File: src/rtl/core/tkm_pkg.sv
// Shared constants, codes and controller/datapath interface types for the timestamp merge.
package tkm_pkg;

  localparam int MAX_SOURCES = 8;
  localparam int SRC_W       = 3;
  localparam int CNT_W       = 4;
  localparam int TIME_W      = 64;
  localparam int DATA_W      = 64;
  localparam int TDATA_W     = 136;
  localparam int PAD_W       = TDATA_W - SRC_W - TIME_W - DATA_W;

  localparam logic OP_RECORD = 1'b0;
  localparam logic OP_END    = 1'b1;

  typedef enum logic [2:0] {
    ST_IDLE,
    ST_DECIDE,
    ST_SORT_CMP,
    ST_SORT_SHIFT,
    ST_MERGE_CMP,
    ST_MERGE_SHIFT,
    ST_EMIT
  } state_t;

  typedef enum logic [1:0] {
    SHIFT_NONE,
    SHIFT_INSERT,
    SHIFT_REFILL,
    SHIFT_POP
  } shift_op_t;

  typedef enum logic {
    CMP_HEAD,
    CMP_ITEM
  } cmp_sel_t;

  typedef struct packed {
    logic             capture;
    logic             head_wr;
    logic             clear_list;
    logic             cmp_en;
    cmp_sel_t         cmp_sel;
    shift_op_t        shift_op;
    logic             emit;
    logic [SRC_W-1:0] sort_idx;
  } cmd_t;

  typedef struct packed {
    logic             item_op;
    logic [SRC_W-1:0] item_src;
    logic [SRC_W-1:0] front_src;
    logic [CNT_W-1:0] open_cnt;
    logic             out_busy;
  } stat_t;

endpackage

File: src/rtl/core/tkm_ctrl.sv
// Merge controller: start-up bookkeeping, sort sequencing and per-word command state machine.
module tkm_ctrl (
  input  logic                     clk,
  input  logic                     rst_n,
  input  logic                     in_tvalid,
  output logic                     in_tready,
  input  logic                     cfg_wr_en,
  input  logic [tkm_pkg::CNT_W-1:0] cfg_wr_data,
  input  tkm_pkg::stat_t           stat,
  output tkm_pkg::cmd_t            cmd
);
  import tkm_pkg::*;

  state_t                 state_r, state_nxt;
  logic [CNT_W-1:0]       src_cnt_r;
  logic [CNT_W-1:0]       sort_cnt_r;
  logic [SRC_W-1:0]       sort_idx_r;
  logic [MAX_SOURCES-1:0] arrived_r;
  logic [MAX_SOURCES-1:0] ended_r;
  logic                   merging_r;

  logic [CNT_W-1:0]       cnt_eff;
  logic [MAX_SOURCES-1:0] src_bit;
  logic [MAX_SOURCES-1:0] all_mask;
  logic [MAX_SOURCES-1:0] new_seen;
  logic                   seen;
  logic                   in_range;
  logic                   start_ok;
  logic                   startup_done;
  logic                   merge_ok;
  logic                   last_idx;
  logic                   arrived_cur;

  // count register clamped to 1..MAX_SOURCES
  always_comb begin
    if (src_cnt_r == '0) begin
      cnt_eff = CNT_W'(1);
    end else if (src_cnt_r > CNT_W'(MAX_SOURCES)) begin
      cnt_eff = CNT_W'(MAX_SOURCES);
    end else begin
      cnt_eff = src_cnt_r;
    end
  end

  always_comb begin
    for (int i = 0; i < MAX_SOURCES; i++) begin
      all_mask[i] = (CNT_W'(i) < cnt_eff);
    end
  end

  assign src_bit      = {{(MAX_SOURCES-1){1'b0}}, 1'b1} << stat.item_src;
  assign seen         = |((arrived_r | ended_r) & src_bit);
  assign new_seen     = arrived_r | ended_r | src_bit;
  assign in_range     = ({1'b0, stat.item_src} < cnt_eff);
  assign start_ok     = !merging_r && in_range && !seen;
  assign startup_done = ((new_seen & all_mask) == all_mask);
  assign merge_ok     = merging_r && (stat.open_cnt != '0) &&
                        (stat.item_src == stat.front_src);
  assign last_idx     = ({1'b0, sort_idx_r} == (sort_cnt_r - CNT_W'(1)));
  assign arrived_cur  = arrived_r[sort_idx_r];

  // next state
  always_comb begin
    state_nxt = state_r;
    case (state_r)
      ST_IDLE: begin
        if (in_tvalid) state_nxt = ST_DECIDE;
      end
      ST_DECIDE: begin
        if (start_ok) begin
          state_nxt = startup_done ? ST_SORT_CMP : ST_IDLE;
        end else if (merge_ok) begin
          state_nxt = (stat.item_op == OP_RECORD) ? ST_MERGE_CMP : ST_EMIT;
        end else begin
          state_nxt = ST_IDLE;
        end
      end
      ST_SORT_CMP: begin
        if (arrived_cur) begin
          state_nxt = ST_SORT_SHIFT;
        end else if (last_idx) begin
          state_nxt = ST_EMIT;
        end
      end
      ST_SORT_SHIFT:  state_nxt = last_idx ? ST_EMIT : ST_SORT_CMP;
      ST_MERGE_CMP:   state_nxt = ST_MERGE_SHIFT;
      ST_MERGE_SHIFT: state_nxt = ST_EMIT;
      ST_EMIT: begin
        if (!stat.out_busy) state_nxt = ST_IDLE;
      end
      default: state_nxt = ST_IDLE;
    endcase
  end

  // outputs
  always_comb begin
    in_tready     = 1'b0;
    cmd.capture    = 1'b0;
    cmd.head_wr    = 1'b0;
    cmd.clear_list = 1'b0;
    cmd.cmp_en     = 1'b0;
    cmd.cmp_sel    = CMP_HEAD;
    cmd.shift_op   = SHIFT_NONE;
    cmd.emit       = 1'b0;
    cmd.sort_idx   = sort_idx_r;
    case (state_r)
      ST_IDLE: begin
        in_tready   = 1'b1;
        cmd.capture = in_tvalid;
      end
      ST_DECIDE: begin
        cmd.head_wr    = start_ok && (stat.item_op == OP_RECORD);
        cmd.clear_list = start_ok && startup_done;
        if (!start_ok && merge_ok && (stat.item_op == OP_END)) cmd.shift_op = SHIFT_POP;
      end
      ST_SORT_CMP: begin
        cmd.cmp_en  = arrived_cur;
        cmd.cmp_sel = CMP_HEAD;
      end
      ST_SORT_SHIFT:  cmd.shift_op = SHIFT_INSERT;
      ST_MERGE_CMP: begin
        cmd.cmp_en  = 1'b1;
        cmd.cmp_sel = CMP_ITEM;
      end
      ST_MERGE_SHIFT: cmd.shift_op = SHIFT_REFILL;
      ST_EMIT:        cmd.emit = !stat.out_busy;
      default: ;
    endcase
  end

  always_ff @(posedge clk) begin
    if (!rst_n) begin
      state_r    <= ST_IDLE;
      src_cnt_r  <= CNT_W'(MAX_SOURCES);
      sort_cnt_r <= '0;
      sort_idx_r <= '0;
      arrived_r  <= '0;
      ended_r    <= '0;
      merging_r  <= 1'b0;
    end else begin
      state_r <= state_nxt;
      if (cfg_wr_en) src_cnt_r <= cfg_wr_data;
      if ((state_r == ST_DECIDE) && start_ok) begin
        if (stat.item_op == OP_RECORD) begin
          arrived_r <= arrived_r | src_bit;
        end else begin
          ended_r <= ended_r | src_bit;
        end
        if (startup_done) begin
          merging_r  <= 1'b1;
          sort_cnt_r <= cnt_eff;
          sort_idx_r <= '0;
        end
      end
      if (((state_r == ST_SORT_CMP) && !arrived_cur && !last_idx) ||
          ((state_r == ST_SORT_SHIFT) && !last_idx)) begin
        sort_idx_r <= sort_idx_r + SRC_W'(1);
      end
    end
  end

`ifndef SYNTHESIS
  // merge phase, once entered, lasts until reset
  assert property (@(posedge clk) disable iff (!rst_n) merging_r |=> merging_r)
    else $error("merge phase left without reset");
  // sorting only runs after start-up has completed
  assert property (@(posedge clk) disable iff (!rst_n)
    (state_r == ST_SORT_CMP || state_r == ST_SORT_SHIFT) |-> merging_r)
    else $error("sort step outside merge phase");
`endif

endmodule

File: src/rtl/core/tkm_datapath.sv
// Merge datapath: item capture, per-source heads, ordered slot list, comparators and output register.
module tkm_datapath (
  input  logic                       clk,
  input  logic                       rst_n,
  input  logic                       in_op,
  input  logic [tkm_pkg::SRC_W-1:0]  in_src,
  input  logic [tkm_pkg::TIME_W-1:0] in_time,
  input  logic [tkm_pkg::DATA_W-1:0] in_data,
  input  logic                       out_ready,
  output logic                       out_valid,
  output logic [tkm_pkg::SRC_W-1:0]  out_src,
  output logic [tkm_pkg::TIME_W-1:0] out_time,
  output logic [tkm_pkg::DATA_W-1:0] out_data,
  output logic                       out_fin,
  input  tkm_pkg::cmd_t              cmd,
  output tkm_pkg::stat_t             stat
);
  import tkm_pkg::*;

  logic              item_op_r;
  logic [SRC_W-1:0]  item_src_r;
  logic [TIME_W-1:0] item_time_r;
  logic [DATA_W-1:0] item_data_r;

  logic [TIME_W-1:0] head_time_r [MAX_SOURCES];
  logic [DATA_W-1:0] head_data_r [MAX_SOURCES];

  logic [SRC_W-1:0]  slot_src_r  [MAX_SOURCES];
  logic [TIME_W-1:0] slot_time_r [MAX_SOURCES];
  logic [DATA_W-1:0] slot_data_r [MAX_SOURCES];
  logic [SRC_W-1:0]  slot_src_nxt  [MAX_SOURCES];
  logic [TIME_W-1:0] slot_time_nxt [MAX_SOURCES];
  logic [DATA_W-1:0] slot_data_nxt [MAX_SOURCES];
  logic [CNT_W-1:0]  open_cnt_r, open_cnt_nxt;

  logic [SRC_W-1:0]  cand_src_r;
  logic [TIME_W-1:0] cand_time_r;
  logic [DATA_W-1:0] cand_data_r;
  logic [SRC_W-1:0]  k_r;

  logic [SRC_W-1:0]  cand_src;
  logic [TIME_W-1:0] cand_time;
  logic [DATA_W-1:0] cand_data;
  logic [MAX_SOURCES-1:0] le;
  logic              lt1;
  logic [CNT_W-1:0]  ins_k;
  logic [CNT_W-1:0]  ref_k;
  logic [SRC_W-1:0]  k_nxt;

  logic              out_valid_r;
  logic [SRC_W-1:0]  out_src_r;
  logic [TIME_W-1:0] out_time_r;
  logic [DATA_W-1:0] out_data_r;
  logic              out_fin_r;

  // compare stage: candidate against every open slot
  always_comb begin
    if (cmd.cmp_sel == CMP_HEAD) begin
      cand_src  = cmd.sort_idx;
      cand_time = head_time_r[cmd.sort_idx];
      cand_data = head_data_r[cmd.sort_idx];
    end else begin
      cand_src  = item_src_r;
      cand_time = item_time_r;
      cand_data = item_data_r;
    end
    for (int p = 0; p < MAX_SOURCES; p++) begin
      le[p] = (CNT_W'(p) < open_cnt_r) && (slot_time_r[p] <= cand_time);
    end
    lt1   = (open_cnt_r >= CNT_W'(2)) && (slot_time_r[1] < cand_time);
    ins_k = '0;
    ref_k = '0;
    for (int p = 0; p < MAX_SOURCES; p++) begin
      ins_k = ins_k + CNT_W'(le[p]);
      if (p > 0) ref_k = ref_k + CNT_W'(le[p]);
    end
    // refill keeps the front unless the new time passes the runner-up
    if (cmd.cmp_sel == CMP_HEAD) begin
      k_nxt = ins_k[SRC_W-1:0];
    end else begin
      k_nxt = lt1 ? ref_k[SRC_W-1:0] : '0;
    end
  end

  // shift stage
  always_comb begin
    open_cnt_nxt = open_cnt_r;
    for (int j = 0; j < MAX_SOURCES; j++) begin
      slot_src_nxt[j]  = slot_src_r[j];
      slot_time_nxt[j] = slot_time_r[j];
      slot_data_nxt[j] = slot_data_r[j];
      case (cmd.shift_op)
        SHIFT_INSERT: begin
          if (SRC_W'(j) == k_r) begin
            slot_src_nxt[j]  = cand_src_r;
            slot_time_nxt[j] = cand_time_r;
            slot_data_nxt[j] = cand_data_r;
          end else if (SRC_W'(j) > k_r) begin
            slot_src_nxt[j]  = slot_src_r[SRC_W'(j-1)];
            slot_time_nxt[j] = slot_time_r[SRC_W'(j-1)];
            slot_data_nxt[j] = slot_data_r[SRC_W'(j-1)];
          end
        end
        SHIFT_REFILL: begin
          if (SRC_W'(j) == k_r) begin
            slot_src_nxt[j]  = cand_src_r;
            slot_time_nxt[j] = cand_time_r;
            slot_data_nxt[j] = cand_data_r;
          end else if (SRC_W'(j) < k_r) begin
            slot_src_nxt[j]  = slot_src_r[SRC_W'(j+1)];
            slot_time_nxt[j] = slot_time_r[SRC_W'(j+1)];
            slot_data_nxt[j] = slot_data_r[SRC_W'(j+1)];
          end
        end
        SHIFT_POP: begin
          if (j < MAX_SOURCES - 1) begin
            slot_src_nxt[j]  = slot_src_r[SRC_W'(j+1)];
            slot_time_nxt[j] = slot_time_r[SRC_W'(j+1)];
            slot_data_nxt[j] = slot_data_r[SRC_W'(j+1)];
          end
        end
        default: ;
      endcase
    end
    case (cmd.shift_op)
      SHIFT_INSERT: open_cnt_nxt = open_cnt_r + CNT_W'(1);
      SHIFT_POP:    open_cnt_nxt = open_cnt_r - CNT_W'(1);
      default:      ;
    endcase
    if (cmd.clear_list) open_cnt_nxt = '0;
  end

  // payload registers
  always_ff @(posedge clk) begin
    if (cmd.capture) begin
      item_op_r   <= in_op;
      item_src_r  <= in_src;
      item_time_r <= in_time;
      item_data_r <= in_data;
    end
    if (cmd.head_wr) begin
      head_time_r[item_src_r] <= item_time_r;
      head_data_r[item_src_r] <= item_data_r;
    end
    if (cmd.cmp_en) begin
      cand_src_r  <= cand_src;
      cand_time_r <= cand_time;
      cand_data_r <= cand_data;
      k_r         <= k_nxt;
    end
    for (int j = 0; j < MAX_SOURCES; j++) begin
      slot_src_r[j]  <= slot_src_nxt[j];
      slot_time_r[j] <= slot_time_nxt[j];
      slot_data_r[j] <= slot_data_nxt[j];
    end
    if (cmd.emit) begin
      if (open_cnt_r == '0) begin
        out_src_r  <= '0;
        out_time_r <= '0;
        out_data_r <= '0;
        out_fin_r  <= 1'b1;
      end else begin
        out_src_r  <= slot_src_r[0];
        out_time_r <= slot_time_r[0];
        out_data_r <= slot_data_r[0];
        out_fin_r  <= 1'b0;
      end
    end
  end

  // control registers
  always_ff @(posedge clk) begin
    if (!rst_n) begin
      open_cnt_r  <= '0;
      out_valid_r <= 1'b0;
    end else begin
      open_cnt_r <= open_cnt_nxt;
      if (cmd.emit) begin
        out_valid_r <= 1'b1;
      end else if (out_ready) begin
        out_valid_r <= 1'b0;
      end
    end
  end

  assign out_valid = out_valid_r;
  assign out_src   = out_src_r;
  assign out_time  = out_time_r;
  assign out_data  = out_data_r;
  assign out_fin   = out_fin_r;

  assign stat.item_op   = item_op_r;
  assign stat.item_src  = item_src_r;
  assign stat.front_src = slot_src_r[0];
  assign stat.open_cnt  = open_cnt_r;
  assign stat.out_busy  = out_valid_r && !out_ready;

`ifndef SYNTHESIS
  // the two front slots are always in time order
  assert property (@(posedge clk) disable iff (!rst_n)
    (open_cnt_r >= CNT_W'(2)) |-> (slot_time_r[0] <= slot_time_r[1]))
    else $error("slot list out of order at front");
  // an end mark drops exactly one open source
  assert property (@(posedge clk) disable iff (!rst_n)
    (cmd.shift_op == SHIFT_POP) |=> (open_cnt_r == $past(open_cnt_r) - CNT_W'(1)))
    else $error("pop did not remove one entry");
  // a finished word is only shown when no source is open
  assert property (@(posedge clk) disable iff (!rst_n)
    (out_valid_r && out_fin_r) |-> (open_cnt_r == '0))
    else $error("finished word with open sources");
`endif

endmodule

File: src/rtl/core/timestamp_k_way_merge_top.sv
// Top level of the timestamp k-way merge: stream ports, controller and datapath.
//
//  channel | dir | handshake          | contents
//  --------+-----+--------------------+----------------------------------------------
//  in_     | in  | in_tvalid/tready   | tdata: source, timestamp, payload; tuser: opcode
//  out_    | out | out_tvalid/tready  | tdata: source, timestamp, payload; tuser: finished
//  cfg_    | in  | cfg_wr_en          | cfg_wr_data: source_count
//
// One word at a time. An ignored word is captured and decided only; an end mark is decided with a
// pop of the front slot, then emitted; a refill record is decided, compared against all open heads,
// shifted into the slot list and emitted. The word that completes start-up runs the insertion
// sort over the configured sources. The sort and the refill share the compare stage and the slot shifter.
// A result waits in the output register; a new word is taken meanwhile and only its emit
// step stalls while out_tvalid is high and out_tready low. rst_n is synchronous, active low.
module timestamp_k_way_merge_top (
  input  logic                        clk,
  input  logic                        rst_n,
  input  logic                        in_tvalid,
  output logic                        in_tready,
  input  logic [tkm_pkg::TDATA_W-1:0] in_tdata,   // [2:0] source, [66:3] timestamp,
                                                  // [130:67] payload, rest zero
  input  logic                        in_tuser,   // [0] opcode (0 record, 1 end)
  output logic                        out_tvalid,
  input  logic                        out_tready,
  output logic [tkm_pkg::TDATA_W-1:0] out_tdata,  // [2:0] out_source, [66:3] out_timestamp,
                                                  // [130:67] out_payload, rest zero
  output logic                        out_tuser,  // [0] finished
  input  logic                        cfg_wr_en,
  input  logic [tkm_pkg::CNT_W-1:0]   cfg_wr_data
);
  import tkm_pkg::*;

  cmd_t              cmd;
  stat_t             stat;
  logic [SRC_W-1:0]  out_src;
  logic [TIME_W-1:0] out_time;
  logic [DATA_W-1:0] out_data;

  tkm_ctrl u_ctrl (
    .clk         (clk),
    .rst_n       (rst_n),
    .in_tvalid   (in_tvalid),
    .in_tready   (in_tready),
    .cfg_wr_en   (cfg_wr_en),
    .cfg_wr_data (cfg_wr_data),
    .stat        (stat),
    .cmd         (cmd)
  );

  // unpack the input word; pad bits above the payload are not used
  tkm_datapath u_dp (
    .clk       (clk),
    .rst_n     (rst_n),
    .in_op     (in_tuser),
    .in_src    (in_tdata[SRC_W-1:0]),
    .in_time   (in_tdata[SRC_W+TIME_W-1:SRC_W]),
    .in_data   (in_tdata[SRC_W+TIME_W+DATA_W-1:SRC_W+TIME_W]),
    .out_ready (out_tready),
    .out_valid (out_tvalid),
    .out_src   (out_src),
    .out_time  (out_time),
    .out_data  (out_data),
    .out_fin   (out_tuser),
    .cmd       (cmd),
    .stat      (stat)
  );

  assign out_tdata = {{PAD_W{1'b0}}, out_data, out_time, out_src};

endmodule
File: config.mk
export PLATFORM = sky130hd
export DESIGN_NAME = timestamp_k_way_merge_top
export DESIGN_NICKNAME = d
export VERILOG_FILES = /design/src/rtl/core/tkm_pkg.sv /design/src/rtl/core/tkm_ctrl.sv /design/src/rtl/core/tkm_datapath.sv /design/src/rtl/core/timestamp_k_way_merge_top.sv
export SDC_FILE = /design/constraint.sdc
export NUM_CORES = 2
export LEC_CHECK = 0
export BUFFER_PORTS_ARGS = -buffer_cell sky130_fd_sc_hd__buf_4
export CAP_MARGIN = 30
export CORE_MARGIN = 2
export CORE_UTILIZATION = 37
export CTS_BUF_LIST = sky130_fd_sc_hd__clkbuf_16
export CTS_CLUSTER_SIZE = 28
export DETAILED_ROUTE_END_ITERATION = 6
export SLEW_MARGIN = 20
export SYNTH_ARGS = -nofsm -noshare
export SYNTH_HDL_FRONTEND = slang
export SYNTH_SLANG_ARGS = --single-unit
File: constraint.sdc
create_clock -name clk -period 27.9 [get_ports clk]
set_input_delay 5.58 -clock clk [delete_from_list [all_inputs] [get_ports clk]]
set_output_delay 5.58 -clock clk [all_outputs]
set_load 0.1 [all_outputs]
Word-level counts from Yosys, hierarchy flattened
Memories as Yosys holds them, arrays and structs flattened. A register that Yosys moved wholly into a read port is not among the register bits.
Index checks and enable logic that the tools add are counted.

storage, ports and cells
  register bits = 434
  memory bits (writable) = 2072
  input port bits = 146
  output and inout port bits = 139
  word-level logic and storage cells = 352
  memories kept = 5

cells by class
  $add $sub $neg = 17
  order comparisons = 45
  equality and inequality tests = 43
  shifts and indexed selects = 1
  mux-type cells = 159
  bitwise operators = 8
  reductions and logical operators = 53

memories
  memory            words  width  rd ports  clocked after Yosys merged registers in  wr ports  line                source
  u_dp.head_data_r  8      64     1         1                                        1         tkm_datapath.sv:26  logic [DATA_W-1:0] head_data_r [MAX_SOURCES];
  u_dp.head_time_r  8      64     1         1                                        1         tkm_datapath.sv:25  logic [TIME_W-1:0] head_time_r [MAX_SOURCES];
  u_dp.slot_data_r  8      64     8         0                                        8         tkm_datapath.sv:30  logic [DATA_W-1:0] slot_data_r [MAX_SOURCES];
  u_dp.slot_time_r  8      64     8         0                                        8         tkm_datapath.sv:29  logic [TIME_W-1:0] slot_time_r [MAX_SOURCES];
  u_dp.slot_src_r   8      3      8         0                                        8         tkm_datapath.sv:28  logic [SRC_W-1:0] slot_src_r [MAX_SOURCES];

operators by type and width
  kind                                                        number
  2-to-1 mux 64 bit                                           66
  one-hot mux 64 bit (3 select lines)                         14
  less-or-equal comparator 64 bit                             8
  one-hot mux 64 bit (2 select lines)                         2
  2-to-1 mux 3 bit                                            49
  less-than comparator 64 bit                                 1
  one-hot mux 3 bit (3 select lines)                          7
  != test 3 bit (second input constant)                       20
  adder 3 x 1 -> 3 bit                                        11
  less-than comparator 3 x 4 -> 1 bit (first input constant)  8
  OR 8 bit                                                    4
  AND reduction 3 bit                                         8
  logical AND 1 bit                                           22
  one-hot mux 3 bit (7 select lines)                          1
  bitwise AND 8 bit                                           2
  less-than comparator 1 x 4 -> 1 bit (first input constant)  4
  less-than comparator 2 x 4 -> 1 bit (first input constant)  4
  == test 3 bit (first input constant)                        4
  > comparator 3 bit (first input constant)                   4
  less-than comparator 3 bit (first input constant)           4
  == test 3 bit (second input constant)                       3
  2-to-1 mux 1 bit                                            9
  == test 8 bit                                               1
  zero test 4 bit                                             2
  other kinds (39)                                            68

Longest topological paths before layout
  depth after elaboration = 14
  gate-level depth with buffers = 26
  mapped depth without buffers = 23

Modules after synthesis
Synthesis repeated with hierarchy kept, for this count alone.

unflattened totals
  cells, all modules = 8438
  area, all modules = 113835.4 um2

modules (own cells, without submodules)
  module                     times used  cells an instance  area each (um2)  sequential area each (um2)
  tkm_datapath               1           8213               111949.9         74271.2
  tkm_ctrl                   1           219                1844.3           620.6
  timestamp_k_way_merge_top  1           6                  41.3             0.0

Worst setup path after synthesis
OpenSTA, ideal clock, no wires.

  path type = input -> register
  from = input port out_tready
  to = register u_dp.out_data_r[0] (netlist: u_dp.out_data[0]) (read register of u_dp.slot_data_r), enable pin
  arrival = 11.537 ns
  setup slack = 15.723 ns
  stages = 2
  cell sequence = nand2b_1 -> nor2b_1

RTL lines
  what         line                             source
  from (decl)  timestamp_k_way_merge_top.sv:24  input logic out_tready,
  to (decl)    tkm_datapath.sv:53               logic [DATA_W-1:0] out_data_r;

==> impl_metrics.py <==
metrics = {
    "run_status": {
        "outcome": "finished, violations left",
        "violations": "DRC",
    },
    "routing": {
        "detail-route-antenna-nets": 0,
        "dr.first_iter.drc_count": 11500,
        "vias_per_cell": 6.09,
        "drt-pass1-iter-count": 7,
        "wl_um": 375000,
        "wl_per_cell_um": 28.9,
        "vias": 79100,
        "drc_errors": 1,
    },
    "logic_synthesis": {
        "ys.flop_type": "edfxtp_1",
        "synth.avg_cell_area_um2": 13.5,
        "synth_cell_types": 74,
        "synth-edff-count": 2470,
        "netlist_instances": 8524,
        "ys_seq_area_share_pct": 64.9,
        "async_reset_ff_share_pct": 0,
        "ys_top_cells_by_area": "edfxtp_1, ha_1, a21oi_1",
        "syn_area_um2": 115000,
        "synth-seq-cells": 2509,
        "yosysWarnings": 0,
        "synth_top_area_share_pct": 64.3,
        "yosys.area.top_type": "edfxtp_1",
    },
    "cells_and_area": {
        "areaGrowthSynthToFinish_pct": 13.3,
        "fin_nets": 9299,
        "stdcell_count": 13000,
        "layout-drive-gt1-share_pct": 15.0,
    },
    "global_route": {
        "antenna_found_initial": 28,
        "gr-max-usage-layer": "met2",
        "grt_pass1_wl_um": 539000,
        "grt_overflow": 0,
        "grt_use_met3_pct": 4.64,
        "grt_pass1_vias": 78400,
        "grt_use_met1_pct": 31.5,
        "track_usage_pct": 22.9,
        "grt.met2_usage_pct": 35.3,
        "grt_max_degree": 201,
    },
    "worst_setup_path": {
        "critical_path_buf_inv_count": 8,
        "crit_path_start_kind": "flip-flop",
        "r2r-end": "u_dp.k_r[1]$_DFFE_PP_",
        "path_class": "flip-flop to flip-flop",
        "cp_slowest_stage_delay_ns": 0.77,
        "cp.depth": 26,
        "endpoint": "u_dp.k_r[1]$_DFFE_PP_",
        "crit_path_frequent_cell": "inv_1",
        "rrSetupSlack_ns": 17.43,
        "ff2ff_path_depth": 26,
        "cp.required_ns": 28.50,
        "critPathTopFamily": "compound AO/OA/AOI/OAI gates",
        "critPathSlowestCell": "buf_4",
        "worstPathArrival_ns": 11.08,
        "cp_max_fo": 51,
        "worstSetupEndpointType": "flip-flop",
    },
    "clock_network": {
        "numCtsBuffers": 283,
        "numClockSinks": 2509,
        "clkTransAtPathRegs_ns": 0.06,
        "cts_max_level": 5,
        "cts_buffer_depth": 4,
        "clk_latency_ns": 0.93,
        "ctsHoldBuffers": 0,
        "cts_tree": "done",
        "clock-root-buffer": "clkbuf_16",
        "cts_repair_resize_count": 0,
        "post_cts_buffers": 0,
    },
    "placed_design": {
        "port_buffers": 274,
        "dpl.hpwl_um": 218000,
        "gp_congestion": 0.920,
        "dp.cells": 12500,
    },
    "timing": {
        "finalSetupViolations": 0,
        "min_period_ns": 10.47,
        "rsz0062_at_grt": "no",
        "slew_headroom_pct": 23.1,
        "finalHoldViolCount": 0,
        "drv_slew": 0,
        "finalCritPeriodShare_pct": 37.5,
        "clock-skew-final_ns": 0.0894,
        "worst_pin_slew_ns": 1.15,
        "tns_ns": 0,
        "max_freq_mhz": 95.5,
    },
    "floorplan": {
        "pin_count": 285,
        "start_util_pct": 37.1,
        "core_um2": 311000,
        "die_area_um2": 316000,
        "rows": 205,
        "die_w_um": 563,
        "die_h_um": 563,
    },
    "pwr": {
        "vdd_drop_max_uv": 43.6,
        "seqPwrFrac_pct": 53.5,
        "p_int_mw": 6.16,
        "p_sw_share_pct": 20.8,
        "leakage_nw": 43.9,
        "switchingPower_mw": 1.62,
        "pwr-share-comb_pct": 0.7,
        "p_clk_share_pct": 45.8,
        "p_per_area_nw_per_um2": 59.5,
    },
    "run": {
        "cap_violations": 0,
    },
    "worst_hold_path": {
        "hold_class": "flip-flop to flip-flop",
    },
}
## worst min-delay path by stage
stage	slack, ns	from	to	cells past startpoint
after detailed placement	0.46	u_ctrl.ended_r[2]$_SDFFE_PN0P_	u_ctrl.ended_r[2]$_SDFFE_PN0P_	1
final	0.47	u_ctrl.ended_r[2]$_SDFFE_PN0P_	u_ctrl.ended_r[2]$_SDFFE_PN0P_	1
after global routing	0.51	u_ctrl.sort_cnt_r[3]$_SDFFE_PN0P_	u_ctrl.sort_cnt_r[3]$_SDFFE_PN0P_	2
after global placement	0.45	u_ctrl.ended_r[2]$_SDFFE_PN0P_	u_ctrl.ended_r[2]$_SDFFE_PN0P_	1
after floorplan	0.44	u_ctrl.ended_r[2]$_SDFFE_PN0P_	u_ctrl.ended_r[2]$_SDFFE_PN0P_	1
after CTS	0.47	u_ctrl.ended_r[2]$_SDFFE_PN0P_	u_ctrl.ended_r[2]$_SDFFE_PN0P_	1
## Yosys cell counts (12+ instances only)
| cell | number |
|---|---|
| a211oi_1 | 24 |
| a21o_1 | 86 |
| a21oi_1 | 1172 |
| a221oi_1 | 12 |
| and4_1 | 14 |
| buf_1 | 160 |
| buf_2 | 98 |
| buf_4 | 25 |
| buf_6 | 40 |
| clkbuf_1 | 365 |
| dfxtp_1 | 39 |
| edfxtp_1 | 2470 |
| ha_1 | 525 |
| inv_1 | 104 |
| mux2_2 | 134 |
| mux2i_1 | 132 |
| mux4_2 | 258 |
| nand2_1 | 195 |
| nand3_1 | 42 |
| nand4_1 | 103 |
| nor2_1 | 1073 |
| nor2b_1 | 155 |
| nor3_1 | 35 |
| o211ai_1 | 16 |
| o21a_1 | 27 |
| o21ai_0 | 147 |
| o22ai_1 | 925 |
## power groups by stage
stage	registers [mW]	clock network, mW	logic, mW
3_5_place_dp	4.24	0	0.0586
4_1_cts	4.16	3.62	0.0587
6_report	4.16	3.56	0.0574
3_3_place_gp	4.24	0	0.0579
5_1_grt	4.17	3.76	0.0624
2_1_floorplan	4.23	0	0.0260
## metal layers
metal,part of all wire (%),wire (µm)
met1,41,152000
met3,10,38900
met5,0.017,64
met2,45,169000
met4,4.0,15100
## placed cells by master, fill, tap and decap left out, types with 36 or more instances in the layout
master	n
clkinv_2	42
nor2_1	1065
nand3_1	42
dfxtp_1	36
clkbuf_16	286
a21oi_1	1168
nand2_1	185
nor2b_1	154
clkinv_1	53
o21ai_0	144
mux2i_1	132
inv_1	167
ha_1	525
mux2_2	134
nand4_1	103
buf_4	462
edfxtp_1	2470
mux4_2	258
o22ai_1	925
a21o_1	86
## through the flow
| step | setup WS (ns) | cell area [µm²] | hold slack, ns | util [%] | power [mW] |
|---|---|---|---|---|---|
| 2_1_floorplan | 15.72 | 115000 | 0.441 | - | 4.26 |
| 3_3_place_gp | 17.47 | 121000 | 0.451 | 39.0 | 4.30 |
| 3_5_place_dp | 17.58 | 122000 | 0.457 | 39.1 | 4.30 |
| 4_1_cts | 17.54 | 130000 | 0.474 | 41.9 | 7.84 |
| 5_1_grt | 17.22 | 131000 | 0.509 | 42.0 | 7.99 |
| 6_report | 17.43 | 131000 | 0.473 | 42.0 | 7.78 |
## cells by family (layout without fill, tap and decap cells)
family                     Yosys count  in the layout  synth area share, %
AOI/OAI and AO/OA                 2470           2470                 12.3
xor gates and xnor gates            11             11               0.0835
adders and majority gates          532            532                 5.81
buffers and inverters              792           1092                 3.02
DFF                               2509           2509                 64.9
muxes                              524            524                 7.49
other                                1             17              0.00325
and+or+nand+nor                   1685           1685                 6.38
## registers in the layout, summed over array words and instances, names as in the netlist, 24 cells and up, named ones only
name	count
u_dp.slot_src_r	24
u_dp.out_data	64
u_dp.item_data_r	64
u_dp.slot_data_r	512
u_dp.head_data_r	512
u_dp.head_time_r	512
u_dp.out_time	64
u_dp.cand_data_r	64
u_dp.item_time_r	64
u_dp.slot_time_r	512
u_dp.cand_time_r	64
## layout make-up
class                   count  area [µm²]
fillers                 28100      180000
flip-flops and latches   2509       75000
multi-input cells        5227       37300
clock buffers             286        7160
well taps                4140        5180
repair buffers            496        4180
clock inverters           206        1520
inverters                 104         390
diodes                     12        30.0
No activity file was read; power rests on OpenSTA's default activity.
